### src/hw/rtl/djs_pkg.sv
// Shared types for the deadline job sequencer: the stored job entry and
// the control word that drives the row of sorting cells. No dependencies.
`timescale 1ns / 1ps

package djs_pkg;

   localparam int DeadlineWidth = 8;
   localparam int ProfitWidth   = 9;
   localparam int DoneWidth     = 9;
   localparam int TotalWidth    = 17;

   typedef struct packed {
      logic [ProfitWidth-1:0]   profit;
      logic [DeadlineWidth-1:0] deadline;
   } job_type;

   typedef struct packed {
      logic ins;
      logic shf;
   } cell_ctl_type;

   function automatic logic goes_before(job_type a, job_type b);
      if (a.profit != b.profit) begin
         return a.profit > b.profit;
      end
      return a.deadline < b.deadline;
   endfunction

endpackage

### src/hw/rtl/djs_cell.sv
// One cell of the sorted job row: holds one job and a valid bit.
// Depends on djs_pkg.
`timescale 1ns / 1ps

module djs_cell (
   input  logic                 clock,
   input  logic                 reset,
   input  djs_pkg::cell_ctl_type ctl,
   input  djs_pkg::job_type     new_job,
   input  djs_pkg::job_type     left_job,
   input  logic                 left_valid,
   input  logic                 left_bef,
   input  djs_pkg::job_type     right_job,
   input  logic                 right_valid,
   output djs_pkg::job_type     own_job,
   output logic                 own_valid,
   output logic                 own_bef
);
   import djs_pkg::*;

   job_type job_ff, job_in;
   logic    valid_ff, valid_in;

   assign own_bef   = !valid_ff || goes_before(new_job, job_ff);
   assign own_job   = job_ff;
   assign own_valid = valid_ff;

   always_comb begin
      job_in   = job_ff;
      valid_in = valid_ff;
      if (ctl.ins) begin
         if (left_bef) begin
            job_in   = left_job;
            valid_in = left_valid;
         end else if (own_bef) begin
            job_in   = new_job;
            valid_in = 1'b1;
         end
      end else if (ctl.shf) begin
         job_in   = right_job;
         valid_in = right_valid;
      end
   end

   always_ff @(posedge clock) begin
      if (reset) begin
         valid_ff <= 1'b0;
      end else begin
         valid_ff <= valid_in;
      end
      job_ff <= job_in;
   end

endmodule

### config.mk
export PLATFORM = sky130hd
export DESIGN_NAME = djs_cell
export DESIGN_NICKNAME = d
export VERILOG_FILES = /design/src/hw/rtl/djs_pkg.sv /design/src/hw/rtl/djs_cell.sv
export SDC_FILE = /design/constraint.sdc
export NUM_CORES = 1
export LEC_CHECK = 0
export BUFFER_PORTS_ARGS = -buffer_cell sky130_fd_sc_hd__buf_4
export CORE_MARGIN = 3
export CORE_UTILIZATION = 38
export CTS_CLUSTER_SIZE = 8
export DETAILED_ROUTE_END_ITERATION = 10
export PLACE_DENSITY = 0.72
export SLEW_MARGIN = 40
export SYNTH_ARGS = -nofsm -noshare
export SYNTH_HDL_FRONTEND = slang
export SYNTH_SLANG_ARGS = --single-unit
### constraint.sdc
create_clock -name clock -period 3.21 [get_ports clock]
set_clock_uncertainty 0.05 [all_clocks]
set_input_delay 0.1605 -clock clock [delete_from_list [all_inputs] [get_ports clock]]
set_output_delay 0.1605 -clock clock [all_outputs]
set_load 0.02 [all_outputs]
== Word level (Yosys, flattened, before mapping) ==
Index checks and enable logic that the tools add are counted.

* Bits of input ports: 58
* Output and inout port bits: 19
* Register bits after elaboration: 18

* Mux-type cells: 11
* Reductions and logical operators: 4
* Order comparisons: 2
* Equal/unequal tests: 2

{| class="wikitable"
|+ Operators by type and width
! cell !! number
|-
| $mux 17 || 4
|-
| $gt 9x9->1 || 1
|-
| $ne 9x9->1 || 1
|-
| $lt 8x8->1 || 1
|-
| $mux 1 || 7
|-
| $ne 3x1->1 const B || 1
|-
| $reduce_and 2->1 || 1
|-
| $reduce_bool 2->1 || 1
|-
| $logic_not 1->1 || 1
|-
| $logic_or 1x1->1 || 1
|}

== Longest topological paths before layout ==
* Word-level depth: 7
* Gate-level depth with buffers: 7
* Depth with buffers taken out: 7

== Worst setup path after synthesis ==
Ideal clock, no wire load.

* Path kind: reg2reg
* From: reg job_ff (netlist bit own_job[2])
* To: reg job_ff (netlist bit own_job[0]), enable pin
* Library setup time: 0.401 ns
* Data arrival time: 2.394 ns
* Slack: 0.364 ns
* Clock period less this slack: 2.846 ns
* Path buffers: 0
* Stages on the path, launching flop included: 8
* Cells stage by stage: edfxtp_1 -> inv_1 -> ha_1 -> a211oi_2 -> o21ai_1 -> a211oi_2 -> o32ai_2 -> a41oi_1

* Cells in the longest elaborated chain, start to end: 5

{| class="wikitable"
|+ RTL lines
! what !! line !! text
|-
| from (decl) || djs_cell.sv:21 || <nowiki>job_type job_ff, job_in;</nowiki>
|-
| from (signal assigned) || djs_cell.sv:51 || <nowiki>job_ff <= job_in;</nowiki>
|-
| $lt 8x8->1 || djs_pkg.sv:26 || <nowiki>return a.deadline < b.deadline;</nowiki>
|-
| $mux 1 || djs_pkg.sv:26 ||
|-
| $logic_or 1x1->1 || djs_cell.sv:24 || <nowiki>assign own_bef = !valid_ff || goes_before(new_job, job_ff);</nowiki>
|-
| $ne 3x1->1 (no line) || -- ||
|-
| $reduce_and 2->1 (no line) || -- ||
|}

No other way between the ends.
A chain may end at the register's enable or synchronous reset.

== Worst setup path after layout ==
* From: reg job_ff (netlist bit own_job[5])
* To: reg job_ff (netlist bit own_job[9]), enable pin

The elaborated chain is that of the path after synthesis.

==> flow_metrics.py <==
metrics = {
    "run_status": {
        "status": "complete, no violations",
    },
    "global_route": {
        "antenna_found_initial": 0,
        "grt_use_total": 0.1828,
        "grt_max_degree": 39,
        "grt-ovfl-total": 0,
        "grt_pass1_wl_mm": 6.023,
        "grt_pass1_vias": 1407,
    },
    "drt": {
        "dr.first_iter.drc_count": 34,
        "ant_nets": 0,
        "via_count": 1297,
        "wl_per_cell_um": 14.41,
        "route.detailed.drc": 0,
        "vias_per_cell": 4.988,
        "first_pass_iters": 4,
        "wl_mm": 3.747,
    },
    "logic_synthesis": {
        "synth-seq-cells": 18,
        "synth_cell_types": 23,
        "syn_area_per_cell_um2": 9.616,
        "synthCells": 140,
        "seq_area_frac_synth": 0.3941,
        "ys_warn_count": 0,
        "syn_area_um2": 1346,
        "syn_nets": 214,
    },
    "layout": {
        "diodes": 0,
        "syn_to_final_growth_pct": 48.70,
        "final_net_count": 291,
        "fin_util": 0.6250,
        "drive_above_1_share": 0.3981,
        "design_area_um2": 2002,
        "num-fill-cells": 308,
        "final_cells": 260,
    },
    "sta": {
        "fmax_ghz": 0.3968,
        "final.period_utilization": 0.7850,
        "worst_slack_ps": 690.1,
        "period_needed_ps": 2520,
        "worstMarginPinSlew_ps": 603.0,
        "slew_headroom": 0.5980,
        "slew_viol_final": 0,
        "hold_violations": 0,
        "holdWs_ps": 85.60,
        "setup_viol_count_final": 0,
        "setup_tns_ps": 0,
        "rsz0062_at_grt": "no",
    },
    "clocking": {
        "clockRootBuffer": "clkbuf_4",
        "cts.clk_slew.worst_paths_ps": 100,
        "postCtsSetupBuffers": 0,
        "cts_buffers": 3,
        "clock_path_buffers": 2,
        "clk_latency_ps": 300,
        "cts.sinks": 18,
        "cts_tree": "built",
        "cts_max_level": 1,
    },
    "setup_path": {
        "crit_arrival_ps": 2490,
        "rrSetupSlack_ps": 690,
        "critPathCaptureType": "register",
        "crit_chain": "inv_1 -> ha_1 -> a211oi_1 -> nor2_1 -> a211oi_2 -> o32ai_2 -> a41oi_2 -> buf_4",
        "max_stage_delay_ps": 560,
        "critPathLaunchType": "register",
        "worst_r2r_path_depth": 8,
        "path_delay_family": "compound AO/OA/AOI/OAI gates",
        "critPathKind": "reg2reg",
        "cpMaxStageDelayCell": "a41oi_2",
        "required_ps": 3180,
        "crit_buf_inv": 2,
        "reg2reg_from": "own_job[5]",
        "r2r-end": "own_job[9]",
        "cp_max_fo": 10,
    },
    "placed_design": {
        "place_inst": 255,
        "dpl_cell_area_um2": 1956,
        "io_buffers": 76,
        "pre_cts_ws_ps": 656.6,
        "place_hpwl_mm": 3.129,
        "routabilityCongestion": 0.7533,
    },
    "worst_hold_path": {
        "hold_class": "in2reg",
        "min_delay_worst_endpoint": "own_valid",
        "min_from": "left_valid",
        "min_delay_path_depth": 3,
    },
    "power": {
        "p_per_area_nw_per_um2": 348.5,
        "ir_worst_vdd_v": 0.0001861,
        "leakage_nw": 1.012,
        "power_mw": 0.6977,
    },
    "run": {
        "drv_cap": 0,
    },
    "die": {
        "core_um2": 3203,
        "rows": 20,
        "initial_utilization": 0.4203,
        "dieArea_um2": 4293,
        "die_x_um": 65.52,
        "die_height_um": 65.52,
        "ios": 77,
    },
}
## how the worst max path moves through the flow
stage	end	start	cells after the start	slack (ps)
2_1_floorplan	own_job[0]	own_job[2]	7	360
3_3_place_gp	own_job[13]	own_job[2]	8	740
3_5_place_dp	own_job[9]	own_job[2]	8	660
4_1_cts	own_job[9]	own_job[5]	8	650
5_1_grt	own_job[0]	own_job[5]	8	500
6_report	own_job[9]	own_job[5]	8	690
## cell type report
cell class / instances / area, um2 / share of cell area
clock buffers: 4 / 36.28 / 0.01813
inverters: 17 / 63.81 / 0.03188
multi-input cells: 99 / 728.2 / 0.3637
flip-flops and latches: 18 / 530.5 / 0.2650
well taps: 44 / 55.05 / 0.02750
repair buffers: 78 / 588.1 / 0.2937
## layout by cell type, fill, tap and decap left out, types with 2 or more instances in the layout
master	synthesis	routed
ha_1	16	16
a211oi_2	2	2
nor2_1	24	24
inv_1	17	17
nand2_1	5	5
a211oi_1	2	2
buf_4	2	77
a21oi_1	19	19
edfxtp_1	17	17
clkbuf_4	0	3
o21ai_0	3	3
mux2i_1	17	17
nand4_1	3	3
## report_power, final
part | internal [mW] | total, mW | leakage [nW] | switching (mW)
clock | 0.0692 | 0.142 | 0.0210 | 0.0723
sequential | 0.286 | 0.299 | 0.177 | 0.0133
combinational | 0.129 | 0.257 | 0.814 | 0.128
total | 0.485 | 0.698 | 1.01 | 0.213
## sequential cells by signal, summed over array words and instances, names as in the netlist
| register | count |
|---|---|
| own_job | 17 |
| own_valid | 1 |
## Yosys cell counts, drive strengths merged
cell type / n / share of area
a41o: 1 / 0.0074
o21ai: 4 / 0.015
edfxtp: 17 / 0.38
ha: 16 / 0.15
nor2b: 1 / 0.0046
buf: 3 / 0.015
nor2: 24 / 0.067
o22ai: 1 / 0.0046
inv: 17 / 0.047
o32ai: 1 / 0.012
nand4: 3 / 0.014
clkbuf: 3 / 0.0084
nand2: 5 / 0.014
a21oi: 19 / 0.071
a41oi: 1 / 0.0065
o2bb2ai: 1 / 0.0065
mux2i: 17 / 0.13
mux2: 1 / 0.0084
a211oi: 4 / 0.030
dfxtp: 1 / 0.015
## repair_timing
action	in CTS	in global routing
endpoints found under the hold margin	1	0
hold buffers	1	0
resized for setup	0	0
## cells by family after synthesis
kind of cell	Yosys count	share of synthesized area
compound gates	32	0.1524
fa+ha+maj	16	0.1487
buf+inv	23	0.07062
flops	18	0.3941
mux	18	0.1348
simple gates	33	0.09945
## per-layer routing
layer / share of wire / track usage / up-vias
met2: 0.53 / 0.3502 / 53
met4: 0.015 / 0.06995 / 0
met5: 0 / 0 / -
li1: - / - / 655
met1: 0.38 / 0.1959 / 582
met3: 0.078 / 0.03248 / 7
## tightest hold or removal path, cell delays in order
cell and delay (ps):
buf_4 80, o22ai_1 50, nor2_1 100
Power figures use the tool's default switching activity.
