File: src/hw/rtl/djs_pkg.sv
// Shared types for the deadline job sequencer: the stored job entry and
// the control word that drives the row of sorting cells. No dependencies.
`timescale 1ns / 1ps

package djs_pkg;

   localparam int DeadlineWidth = 8;
   localparam int ProfitWidth   = 9;
   localparam int DoneWidth     = 9;
   localparam int TotalWidth    = 17;

   typedef struct packed {
      logic [ProfitWidth-1:0]   profit;
      logic [DeadlineWidth-1:0] deadline;
   } job_type;

   typedef struct packed {
      logic ins;
      logic shf;
   } cell_ctl_type;

   function automatic logic goes_before(job_type a, job_type b);
      if (a.profit != b.profit) begin
         return a.profit > b.profit;
      end
      return a.deadline < b.deadline;
   endfunction

endpackage

File: src/hw/rtl/djs_slots.sv
// Slot map with latest-free-slot search at or before a deadline.
// Depends on djs_pkg.
`timescale 1ns / 1ps

module djs_slots #(
   parameter int MAX_DEADLINE = 128
) (
   input  logic                                clock,
   input  logic                                reset,
   input  logic                                clear,
   input  logic                                lookup,
   input  logic [djs_pkg::DeadlineWidth-1:0]   deadline,
   output logic                                hit
);
   import djs_pkg::*;

   logic [MAX_DEADLINE-1:0] taken_ff, taken_in;
   logic [MAX_DEADLINE-1:0] free_mask, pick;

   always_comb begin
      for (int i = 0; i < MAX_DEADLINE; i++) begin
         free_mask[i] = !taken_ff[i] && (32'(i) < 32'(deadline));
      end
      pick = '0;
      for (int i = 0; i < MAX_DEADLINE; i++) begin
         if (free_mask[i]) begin
            pick    = '0;
            pick[i] = 1'b1;
         end
      end
      hit = |free_mask;
      if (clear) begin
         taken_in = '0;
      end else if (lookup) begin
         taken_in = taken_ff | pick;
      end else begin
         taken_in = taken_ff;
      end
   end

   always_ff @(posedge clock) begin
      if (reset) begin
         taken_ff <= '0;
      end else begin
         taken_ff <= taken_in;
      end
   end

endmodule

File: config.mk
export PLATFORM = sky130hd
export DESIGN_NAME = djs_slots
export DESIGN_NICKNAME = d
export VERILOG_FILES = /design/src/hw/rtl/djs_pkg.sv /design/src/hw/rtl/djs_slots.sv
export SDC_FILE = /design/constraint.sdc
export NUM_CORES = 1
export LEC_CHECK = 0
export BUFFER_PORTS_ARGS = -buffer_cell sky130_fd_sc_hd__buf_2
export CORE_ASPECT_RATIO = 1.75
export CORE_MARGIN = 3
export CORE_UTILIZATION = 40
export CTS_BUF_LIST = sky130_fd_sc_hd__clkbuf_4
export DETAILED_ROUTE_END_ITERATION = 10
export HOLD_SLACK_MARGIN = 0.12
export PLACE_DENSITY_LB_ADDON = 0.08
export SLEW_MARGIN = 5
export SYNTH_ARGS = -nofsm -noshare
export SYNTH_HDL_FRONTEND = slang
export SYNTH_SLANG_ARGS = --single-unit
export TNS_END_PERCENT = 100
File: constraint.sdc
create_clock -name clock -period 4.7 [get_ports clock]
set_input_delay 0.47 -clock clock [delete_from_list [all_inputs] [get_ports clock]]
set_output_delay 0.47 -clock clock [all_outputs]
set_load 0.03 [all_outputs]
## Yosys cells after proc, flatten, opt, wreduce, memory -nomap -nowiden

Cells that the tools add are included.
Widths: inputs -> output; s select.

- Register bits after elaboration: 128
- Bits in latches: 0
- Memory bits (writable): 0
- ROM bits: 0
- Memories kept: 0

- $add $sub $neg: 0
- Multipliers: 0
- Div/mod/pow operators: 0
- Order comparisons: 128
- Eq/ne operators: 0
- Shifts and indexed selects: 0
- Muxes and demuxes: 128
- Bitwise operators: 1
- Reductions and logical operators: 258

Operator list:

| operator | count |
|---|---|
| $mux 128 | 127 |
| $lt 7x8->1 const A | 64 |
| $lt 6x8->1 const A | 32 |
| $logic_and 1x1->1 | 128 |
| $logic_not 1->1 | 128 |
| $lt 5x8->1 const A | 16 |
| $or 128x128->128 | 1 |
| $reduce_or 128->1 | 1 |
| $lt 4x8->1 const A | 8 |
| $lt 3x8->1 const A | 4 |
| $lt 1x8->1 const A | 2 |
| $lt 2x8->1 const A | 2 |
| $reduce_or 2->1 | 1 |
| $mux 1 | 1 |

## Depth between registers and ports, before layout

Gate-level depths: netlist of the first run.

- Word-level depth: 131
- Mapped depth: 13

## Worst setup path after synthesis of the first run

No wires, ideal clock.

- Path type: input port to output port
- Start: input deadline[5] (netlist name)
- End: output hit
- Arrival: 2904 ps
- Path slack: 1326 ps
- Cell stages on the path: 11
- Path buffers: 3
- Cell sequence: buf_4 > buf_2 > nor4_2 > buf_2 > a21oi_1 > nor3_2 > nor4b_2 > nor3b_2 > nand4_1 > nor4_1 > nand4_1

- Longest elaborated chain between the ends: 3
- Elaborated cells between the ends (all ways): 257

Ends and longest elaborated chain:

| item | RTL line | RTL |
|---|---|---|
| from (decl) | djs_slots.sv:12 | `input logic [djs_pkg::DeadlineWidth-1:0] deadline,` |
| $lt 1x8->1 (tied with other cells) | djs_slots.sv:22 | `free_mask[i] = !taken_ff[i] && (32'(i) < 32'(deadline));` |
| $logic_and 1x1->1 | djs_slots.sv:22 |  |
| $reduce_or 128->1 * | djs_slots.sv:31 | `hit = \|free_mask;` |
| to (decl) | djs_slots.sv:13 | `output logic hit` |

Every way passes the cells marked *; elsewhere a longest branch is shown, timed or not.

## Final worst setup path of the first run

- Start: input deadline[6] (netlist name)
- End: output hit

The elaborated chain is that of the path after synthesis.

==> flow_results.xml, run 1 <==
<?xml version="1.0" encoding="UTF-8"?>
<metrics>
  <group name="status">
    <metric name="run_status" unit="">finished, final reports clean</metric>
  </group>
  <group name="routing">
    <metric name="number_of_nets_with_antenna_violations_after_routing" unit="">0</metric>
    <metric name="violation_count_after_the_first_detailed_route_iteration" unit="">618</metric>
    <metric name="route.detailed.wl_per_inst" unit="um">23.04</metric>
    <metric name="remaining_drc_errors" unit="">0</metric>
    <metric name="drt_pass1_iterations" unit="">5</metric>
    <metric name="route.vias.total" unit="">7787</metric>
    <metric name="vias_per_cell" unit="">6.270</metric>
    <metric name="routed_wirelength" unit="um">28610</metric>
  </group>
  <group name="global_route">
    <metric name="leftover_overflow_at_the_end_of_global_routing" unit="">0</metric>
    <metric name="grt_pass1_wl" unit="um">44250</metric>
    <metric name="grt_use_total" unit="%">28.52</metric>
    <metric name="first_global_vias" unit="">7612</metric>
    <metric name="antenna_violations_before_repair" unit="">1</metric>
    <metric name="maximum_number_of_pins_on_one_net_before_global_route_repair" unit="">65</metric>
  </group>
  <group name="timing">
    <metric name="finalHoldViolations" unit="">0</metric>
    <metric name="min_period" unit="ps">4308</metric>
    <metric name="final.period_utilization" unit="%">91.66</metric>
    <metric name="fin_ws" unit="ps">391.7</metric>
    <metric name="setup_repair_after_global_routing_missed_its_margin" unit="">no</metric>
    <metric name="timing.clock.skew" unit="ps">21.07</metric>
    <metric name="setup_viol" unit="">0</metric>
    <metric name="tightestPinTransition" unit="ps">862.2</metric>
    <metric name="setup_tns" unit="ps">0</metric>
    <metric name="number_of_max_slew_violations_in_the_final_report" unit="">0</metric>
    <metric name="maxClockFrequency" unit="MHz">232.1</metric>
    <metric name="worst_max_slew_margin_expressed_relative_to_the_limit" unit="%">42.48</metric>
  </group>
  <group name="clock_network">
    <metric name="cts_tree" unit="">done</metric>
    <metric name="cts_made_buffers" unit="">17</metric>
    <metric name="cts-hold-fix-buffers" unit="">0</metric>
    <metric name="h-tree-depth" unit="">4</metric>
    <metric name="tritoncts_num_sinks" unit="">128</metric>
    <metric name="count_of_buffers_added_by_post_cts_timing_repair_for_setup" unit="">0</metric>
    <metric name="clk_latency" unit="ps">580</metric>
    <metric name="cts_max_path_buffers" unit="">2</metric>
    <metric name="cts_resized" unit="">0</metric>
    <metric name="clkTransAtPathRegs" unit="ps">110</metric>
    <metric name="cts_root_buffer" unit="">sky130_fd_sc_hd__clkbuf_4</metric>
  </group>
  <group name="floorplanning">
    <metric name="core_area" unit="sq mm">0.01830</metric>
    <metric name="floorplan_die_area" unit="sq mm">0.02058</metric>
    <metric name="start_util" unit="%">41.16</metric>
    <metric name="chipWidth" unit="um">109.7</metric>
    <metric name="dieHeight" unit="um">187.5</metric>
    <metric name="rows" unit="">65</metric>
    <metric name="io-pin-count" unit="">13</metric>
  </group>
  <group name="critical_path">
    <metric name="timing.rr.end" unit="">taken_ff[2]</metric>
    <metric name="worst-setup-path-type" unit="">in2out</metric>
    <metric name="crit_path_end_kind" unit="">output pin</metric>
    <metric name="cp.arrival" unit="ps">3840</metric>
    <metric name="critPathSlowestCell" unit="">sky130_fd_sc_hd__and4b_1</metric>
    <metric name="timing.critical_path.from_type" unit="">primary input</metric>
    <metric name="crit_fanout" unit="">26</metric>
    <metric name="critical_path_cell_list" unit="">buf_2 &gt; and4b_1 &gt; a21oi_1 &gt; o41ai_4 &gt; nand4_1 &gt; or2_1 &gt; nor4_1 &gt; nand4_1 &gt; buf_2</metric>
    <metric name="cp.required" unit="ps">4230</metric>
    <metric name="critical_path.max_stage_delay" unit="ps">850</metric>
    <metric name="r2r-start" unit="">taken_ff[30]</metric>
    <metric name="reg2reg_setup_slack" unit="ps">1690</metric>
    <metric name="worst-r2r-cell-count" unit="">9</metric>
    <metric name="critical_path.startpoint" unit="">deadline[6]</metric>
    <metric name="worst_setup_path_end" unit="">hit</metric>
  </group>
  <group name="logic_synthesis">
    <metric name="synth_sequential_area_ratio" unit="%">34.02</metric>
    <metric name="postSynthAreaPerCell" unit="sq um">7.694</metric>
    <metric name="synth_warnings" unit="">0</metric>
    <metric name="ys_types" unit="">80</metric>
    <metric name="yosys_most_used_dff" unit="">sky130_fd_sc_hd__dfxtp_1</metric>
    <metric name="postSynth.asyncResetShare" unit="%">0</metric>
    <metric name="synth-edff-count" unit="">0</metric>
    <metric name="syn-cell-area" unit="sq mm">0.007532</metric>
    <metric name="synth_seq_cells" unit="">128</metric>
    <metric name="synth_cells" unit="">979</metric>
    <metric name="postSynthNetCount" unit="">991</metric>
  </group>
  <group name="power_and_ir_drop">
    <metric name="pwr_density_cell" unit="mW/mm^2">246.0</metric>
    <metric name="p_leak" unit="nW">2.683</metric>
    <metric name="peakVddDrop" unit="uV">192.6</metric>
    <metric name="p_total" unit="mW">2.019</metric>
  </group>
  <group name="layout">
    <metric name="largest_reg_flops" unit="">128</metric>
    <metric name="fin_nets" unit="">1006</metric>
    <metric name="drive_above_1_share" unit="%">14.10</metric>
    <metric name="most-common-layout-cells" unit="">sky130_fd_sc_hd__dfxtp_1, sky130_fd_sc_hd__a21oi_1, sky130_fd_sc_hd__nor2_1, sky130_fd_sc_hd__nand2_1, sky130_fd_sc_hd__o21ai_0</metric>
    <metric name="registers.top_by_ff_count" unit="">taken_ff</metric>
    <metric name="mostFrequentLayoutCell" unit="">sky130_fd_sc_hd__dfxtp_1</metric>
    <metric name="fill_cell_instance_count_of_the_final_layout" unit="">1968</metric>
    <metric name="synthToLayoutAreaGrowth" unit="%">8.937</metric>
    <metric name="largest_registers" unit="">taken_ff x128</metric>
  </group>
  <group name="place">
    <metric name="place.port_buffers" unit="">12</metric>
    <metric name="dp_worst_setup_slack" unit="ps">388.0</metric>
    <metric name="finalWeightedCongestion" unit="">0.9291</metric>
    <metric name="dp_hpwl" unit="um">20900</metric>
  </group>
  <group name="hold_path">
    <metric name="min_path_type" unit="">in2reg</metric>
  </group>
  <group name="run">
    <metric name="max_cap_viols" unit="">0</metric>
  </group>
</metrics>
-- how the worst min path moves through the flow --
stage | startpoint | end | cells after the start
after floorplan | taken_ff[48] | taken_ff[48] | 2
after global placement | taken_ff[10] | taken_ff[10] | 2
after detailed placement | taken_ff[10] | taken_ff[10] | 2
after CTS | lookup | taken_ff[127] | 3
after global routing | lookup | taken_ff[127] | 3
final | lookup | taken_ff[127] | 3
-- cell usage after synthesis, drive strengths merged (3+ instances only) --
master / count / area share (%)
a32o: 19 / 2.5
o31ai: 11 / 1.2
or2: 7 / 0.58
or3: 4 / 0.33
nor2b: 7 / 0.58
a221oi: 4 / 0.47
o32ai: 3 / 0.35
clkbuf: 32 / 1.6
nor3: 31 / 2.3
nand3: 23 / 1.6
inv: 9 / 0.45
and3: 12 / 1.0
a211oi: 14 / 1.4
a31oi: 33 / 2.7
dfxtp: 128 / 34
nand2b: 8 / 0.66
a311oi: 3 / 0.35
nand2: 93 / 4.6
a22oi: 5 / 0.50
a211o: 6 / 0.70
nor3b: 5 / 0.56
nor2: 122 / 6.3
a41oi: 17 / 2.0
o41ai: 4 / 0.81
o21ai: 78 / 5.2
nor4: 10 / 1.3
mux2i: 4 / 0.53
a21o: 13 / 1.3
o21a: 10 / 1.0
buf: 48 / 3.9
nand4: 18 / 1.5
a21oi: 122 / 8.3
and2: 7 / 0.58
nor4b: 11 / 1.9
a22o: 25 / 2.9
-- per-stage QoR --
stage | std cells | hold WS [ps] | instance area, sq um | util (%)
final | 1242 | 172.1 | 8205 | 44.84
after global routing | 1242 | 172.6 | 8205 | 44.84
after CTS | 1241 | 141.8 | 8203 | 44.83
after detailed placement | 1209 | 438.5 | 7991 | 43.67
after global placement | 1209 | 434.0 | 7991 | 43.67
after floorplan | 979 | 416.3 | 7532 | -
-- layer usage --
layer  vias to the layer above  GRT usage (%)  share of wire, %
li1                       3712              -                 -
met1                      3719          32.59                38
met2                       263          48.87                51
met3                        93          4.134               4.4
met4                         0          17.23               6.1
met5                         -              0                 0
-- layout make-up --
class	count	area (sq um)	share of cell area (%)
multi-input combinational	762	4549	55.44
sequential	128	2562	31.23
antenna	1	2.502	0.03050
clock buffer	18	135.1	1.647
timing repair buffer	76	553.0	6.740
inverter	9	33.78	0.4117
tap	234	292.8	3.568
clock inverter	14	76.32	0.9302
-- where the power goes --
part | internal, mW | switching, mW | total (mW)
combinational | 0.0783 | 0.209 | 0.287
clock | 0.200 | 0.446 | 0.646
sequential | 1.09 | 0.000587 | 1.09
total | 1.36 | 0.655 | 2.02
-- logic make-up after synthesis --
family / count (synthesis) / share of synthesized area (%)
AO/OA/AOI/OAI: 383 / 33.46
AND/OR/NAND/NOR: 375 / 26.03
flip-flops: 128 / 34.02
buffers and inverters: 89 / 5.963
multiplexers: 4 / 0.5316
-- critical path: cells and delay by family --
kind,cells,cell delay (ps)
AO/OA/AOI/OAI,2,730
AND/OR/NAND/NOR,5,1910
buffers and inverters,2,700
Note: power is estimated with default switching activity, not from simulation.
==> run 2, diff against run 1 <==
==> constraint.sdc (replaced) <==
create_clock -name clock -period 4.7 [get_ports clock]
set_input_delay 0.47 -clock clock [delete_from_list [all_inputs] [get_ports clock]]
set_output_delay 0.47 -clock clock [all_outputs]
set_load 0.005 [all_outputs]
==> flow_results.xml, run 2 (synthesis gave the netlist of run 1 again) <==
<?xml version="1.0" encoding="UTF-8"?>
<metrics>
  <group name="power_and_ir_drop">
    <metric name="peakVddDrop" unit="uV">187.4</metric>
    <metric name="share_seq_of_total_power" unit="%">46.5</metric>
    <metric name="p_leak" unit="nW">2.753</metric>
    <metric name="combPwrFrac" unit="%">12.1</metric>
    <metric name="pwr_density_cell" unit="mW/mm^2">280.6</metric>
    <metric name="pwr-share-clk" unit="%">41.4</metric>
    <metric name="power.net_switching" unit="mW">0.6484</metric>
    <metric name="switching_share" unit="%">27.77</metric>
    <metric name="power.internal" unit="mW">1.686</metric>
    <metric name="p_total" unit="mW">2.335</metric>
  </group>
  <group name="critical_path">
    <metric name="critPathSlowestCell" unit="">sky130_fd_sc_hd__and4b_1</metric>
    <metric name="critical_path_cell_list" unit="">buf_2 &gt; and4b_1 &gt; a21oi_1 &gt; o41ai_4 &gt; nand4_1 &gt; or2_1 &gt; nor4_1 &gt; nand4_1 &gt; buf_2</metric>
    <metric name="worst-setup-path-type" unit="">in2out</metric>
    <metric name="reg2reg_setup_slack" unit="ps">1760</metric>
    <metric name="crit_path_end_kind" unit="">output pin</metric>
    <metric name="cp.arrival" unit="ps">3470</metric>
    <metric name="critical_path.max_stage_delay" unit="ps">620</metric>
    <metric name="timing.rr.end" unit="">taken_ff[2]</metric>
    <metric name="r2r-start" unit="">taken_ff[30]</metric>
    <metric name="timing.critical_path.from_type" unit="">primary input</metric>
    <metric name="worst-r2r-cell-count" unit="">9</metric>
    <metric name="crit_fanout" unit="">26</metric>
    <metric name="cp.required" unit="ps">4230</metric>
  </group>
  <group name="timing">
    <metric name="final.hold.worst_slack" unit="ps">174.2</metric>
    <metric name="setup_repair_after_global_routing_missed_its_margin" unit="">no</metric>
    <metric name="worst_max_slew_margin_expressed_relative_to_the_limit" unit="%">41.30</metric>
    <metric name="final.period_utilization" unit="%">83.74</metric>
    <metric name="setup_tns" unit="ps">0</metric>
    <metric name="finalHoldViolations" unit="">0</metric>
    <metric name="timing.clock.skew" unit="ps">23.21</metric>
    <metric name="number_of_max_slew_violations_in_the_final_report" unit="">0</metric>
    <metric name="min_period" unit="ps">3936</metric>
    <metric name="setup_viol" unit="">0</metric>
    <metric name="tightestPinTransition" unit="ps">878.5</metric>
    <metric name="fin_ws" unit="ps">764.2</metric>
    <metric name="maxClockFrequency" unit="MHz">254.1</metric>
  </group>
  <group name="layout">
    <metric name="fin_util" unit="%">45.47</metric>
    <metric name="mostFrequentLayoutCell" unit="">sky130_fd_sc_hd__dfxtp_1</metric>
    <metric name="largest_registers" unit="">taken_ff x128</metric>
    <metric name="registers.top_by_ff_count" unit="">taken_ff</metric>
    <metric name="drive_above_1_share" unit="%">14.13</metric>
    <metric name="fin_nets" unit="">1004</metric>
    <metric name="most-common-layout-cells" unit="">sky130_fd_sc_hd__dfxtp_1, sky130_fd_sc_hd__a21oi_1, sky130_fd_sc_hd__nor2_1, sky130_fd_sc_hd__nand2_1, sky130_fd_sc_hd__o21ai_0</metric>
    <metric name="final_cell_area" unit="sq mm">0.008320</metric>
    <metric name="fill_cell_instance_count_of_the_final_layout" unit="">1932</metric>
    <metric name="stdcell_count" unit="">1240</metric>
    <metric name="largest_reg_flops" unit="">128</metric>
    <metric name="synthToLayoutAreaGrowth" unit="%">10.47</metric>
  </group>
  <group name="floorplanning">
    <metric name="rows" unit="">65</metric>
    <metric name="dieHeight" unit="um">187.5</metric>
    <metric name="start_util" unit="%">41.16</metric>
    <metric name="io-pin-count" unit="">13</metric>
    <metric name="chipWidth" unit="um">109.7</metric>
    <metric name="core_area" unit="sq mm">0.01830</metric>
    <metric name="floorplan_die_area" unit="sq mm">0.02058</metric>
  </group>
  <group name="clock_network">
    <metric name="tritoncts_num_sinks" unit="">128</metric>
    <metric name="h-tree-depth" unit="">4</metric>
    <metric name="count_of_buffers_added_by_post_cts_timing_repair_for_setup" unit="">0</metric>
    <metric name="clkTransAtPathRegs" unit="ps">110</metric>
    <metric name="clk_latency" unit="ps">580</metric>
    <metric name="cts_root_buffer" unit="">sky130_fd_sc_hd__clkbuf_4</metric>
    <metric name="cts_made_buffers" unit="">17</metric>
    <metric name="cts_tree" unit="">done</metric>
    <metric name="cts-hold-fix-buffers" unit="">0</metric>
    <metric name="cts_max_path_buffers" unit="">2</metric>
    <metric name="cts_resized" unit="">0</metric>
  </group>
  <group name="hold_path">
    <metric name="hold_startpoint" unit="">lookup</metric>
    <metric name="min_path_type" unit="">in2reg</metric>
    <metric name="worstHoldPathCells" unit="">3</metric>
    <metric name="whs_endpoint" unit="">taken_ff[127]</metric>
  </group>
  <group name="routing">
    <metric name="routed_wirelength" unit="um">28500</metric>
    <metric name="number_of_nets_with_antenna_violations_after_routing" unit="">0</metric>
    <metric name="violation_count_after_the_first_detailed_route_iteration" unit="">627</metric>
    <metric name="route.vias.total" unit="">7975</metric>
    <metric name="dr_wl_met3" unit="um">1720</metric>
    <metric name="route.met2.wl" unit="um">14620</metric>
    <metric name="remaining_drc_errors" unit="">0</metric>
    <metric name="drt_pass1_iterations" unit="">7</metric>
    <metric name="route.top_layer_used" unit="">met4</metric>
    <metric name="wl_met1" unit="um">10290</metric>
    <metric name="vias_per_cell" unit="">6.431</metric>
    <metric name="route.detailed.wl_per_inst" unit="um">22.99</metric>
  </group>
  <group name="global_route">
    <metric name="leftover_overflow_at_the_end_of_global_routing" unit="">0</metric>
    <metric name="antenna_violations_before_repair" unit="">1</metric>
    <metric name="maximum_number_of_pins_on_one_net_before_global_route_repair" unit="">65</metric>
    <metric name="grt_pass1_wl" unit="um">44210</metric>
    <metric name="grt_use_total" unit="%">28.48</metric>
    <metric name="first_global_vias" unit="">7700</metric>
  </group>
  <group name="place">
    <metric name="dp_hpwl" unit="um">20720</metric>
    <metric name="place_area" unit="sq mm">0.007964</metric>
    <metric name="dp_worst_setup_slack" unit="ps">665.4</metric>
    <metric name="place.port_buffers" unit="">12</metric>
    <metric name="finalWeightedCongestion" unit="">0.9161</metric>
    <metric name="dp.cells" unit="">1207</metric>
  </group>
  <group name="run">
    <metric name="max_cap_viols" unit="">0</metric>
  </group>
  <group name="status">
    <metric name="run_status" unit="">finished, final reports clean</metric>
  </group>
</metrics>
-- run 2: critical path, delay by kind of cell --
| family | cells | cell delay (ps) |
|---|---|---|
| simple gates | 5 | 1700 |
| buf+inv | 2 | 610 |
| compound gates | 2 | 670 |
-- run 2: per-layer routing --
| metal | track usage (%) | up-vias |
|---|---|---|
| met3 | 5.270 | 106 |
| met4 | 17.52 | 0 |
| met5 | 0 | - |
| met2 | 48.21 | 349 |
| li1 | - | 3708 |
| met1 | 32.25 | 3812 |
-- run 2: worst max path at each step --
stage / startpoint / to / slack (ps) / cells past startpoint
floorplan: deadline[5] / hit / 1540 / 11
global placement: deadline[7] / taken_ff[30] / 670 / 11
detailed placement: deadline[7] / taken_ff[30] / 670 / 11
CTS: deadline[6] / hit / 760 / 9
global route: deadline[6] / hit / 490 / 9
finish: deadline[6] / hit / 760 / 9
-- run 2: area by class of cell --
class	count	area [sq um]	share of cell area (%)
Clock inverter	14	219.0	2.632
Timing Repair Buffer	74	525.5	6.316
Inverter	9	33.78	0.4060
Antenna cell	1	2.502	0.03008
Clock buffer	18	135.1	1.624
Sequential cell	128	2562	30.80
Multi-Input combinational cell	762	4549	54.68
Tap cell	234	292.8	3.519
-- run 2: power groups by stage --
stage          Combinational (mW)  Sequential, mW  Clock, mW
2_1_floorplan               0.174            1.11          0
3_3_place_gp                0.277            1.11          0
3_5_place_dp                0.277            1.11          0
4_1_cts                     0.278            1.09      0.986
5_1_grt                     0.302            1.09       1.03
6_report                    0.283            1.09      0.966
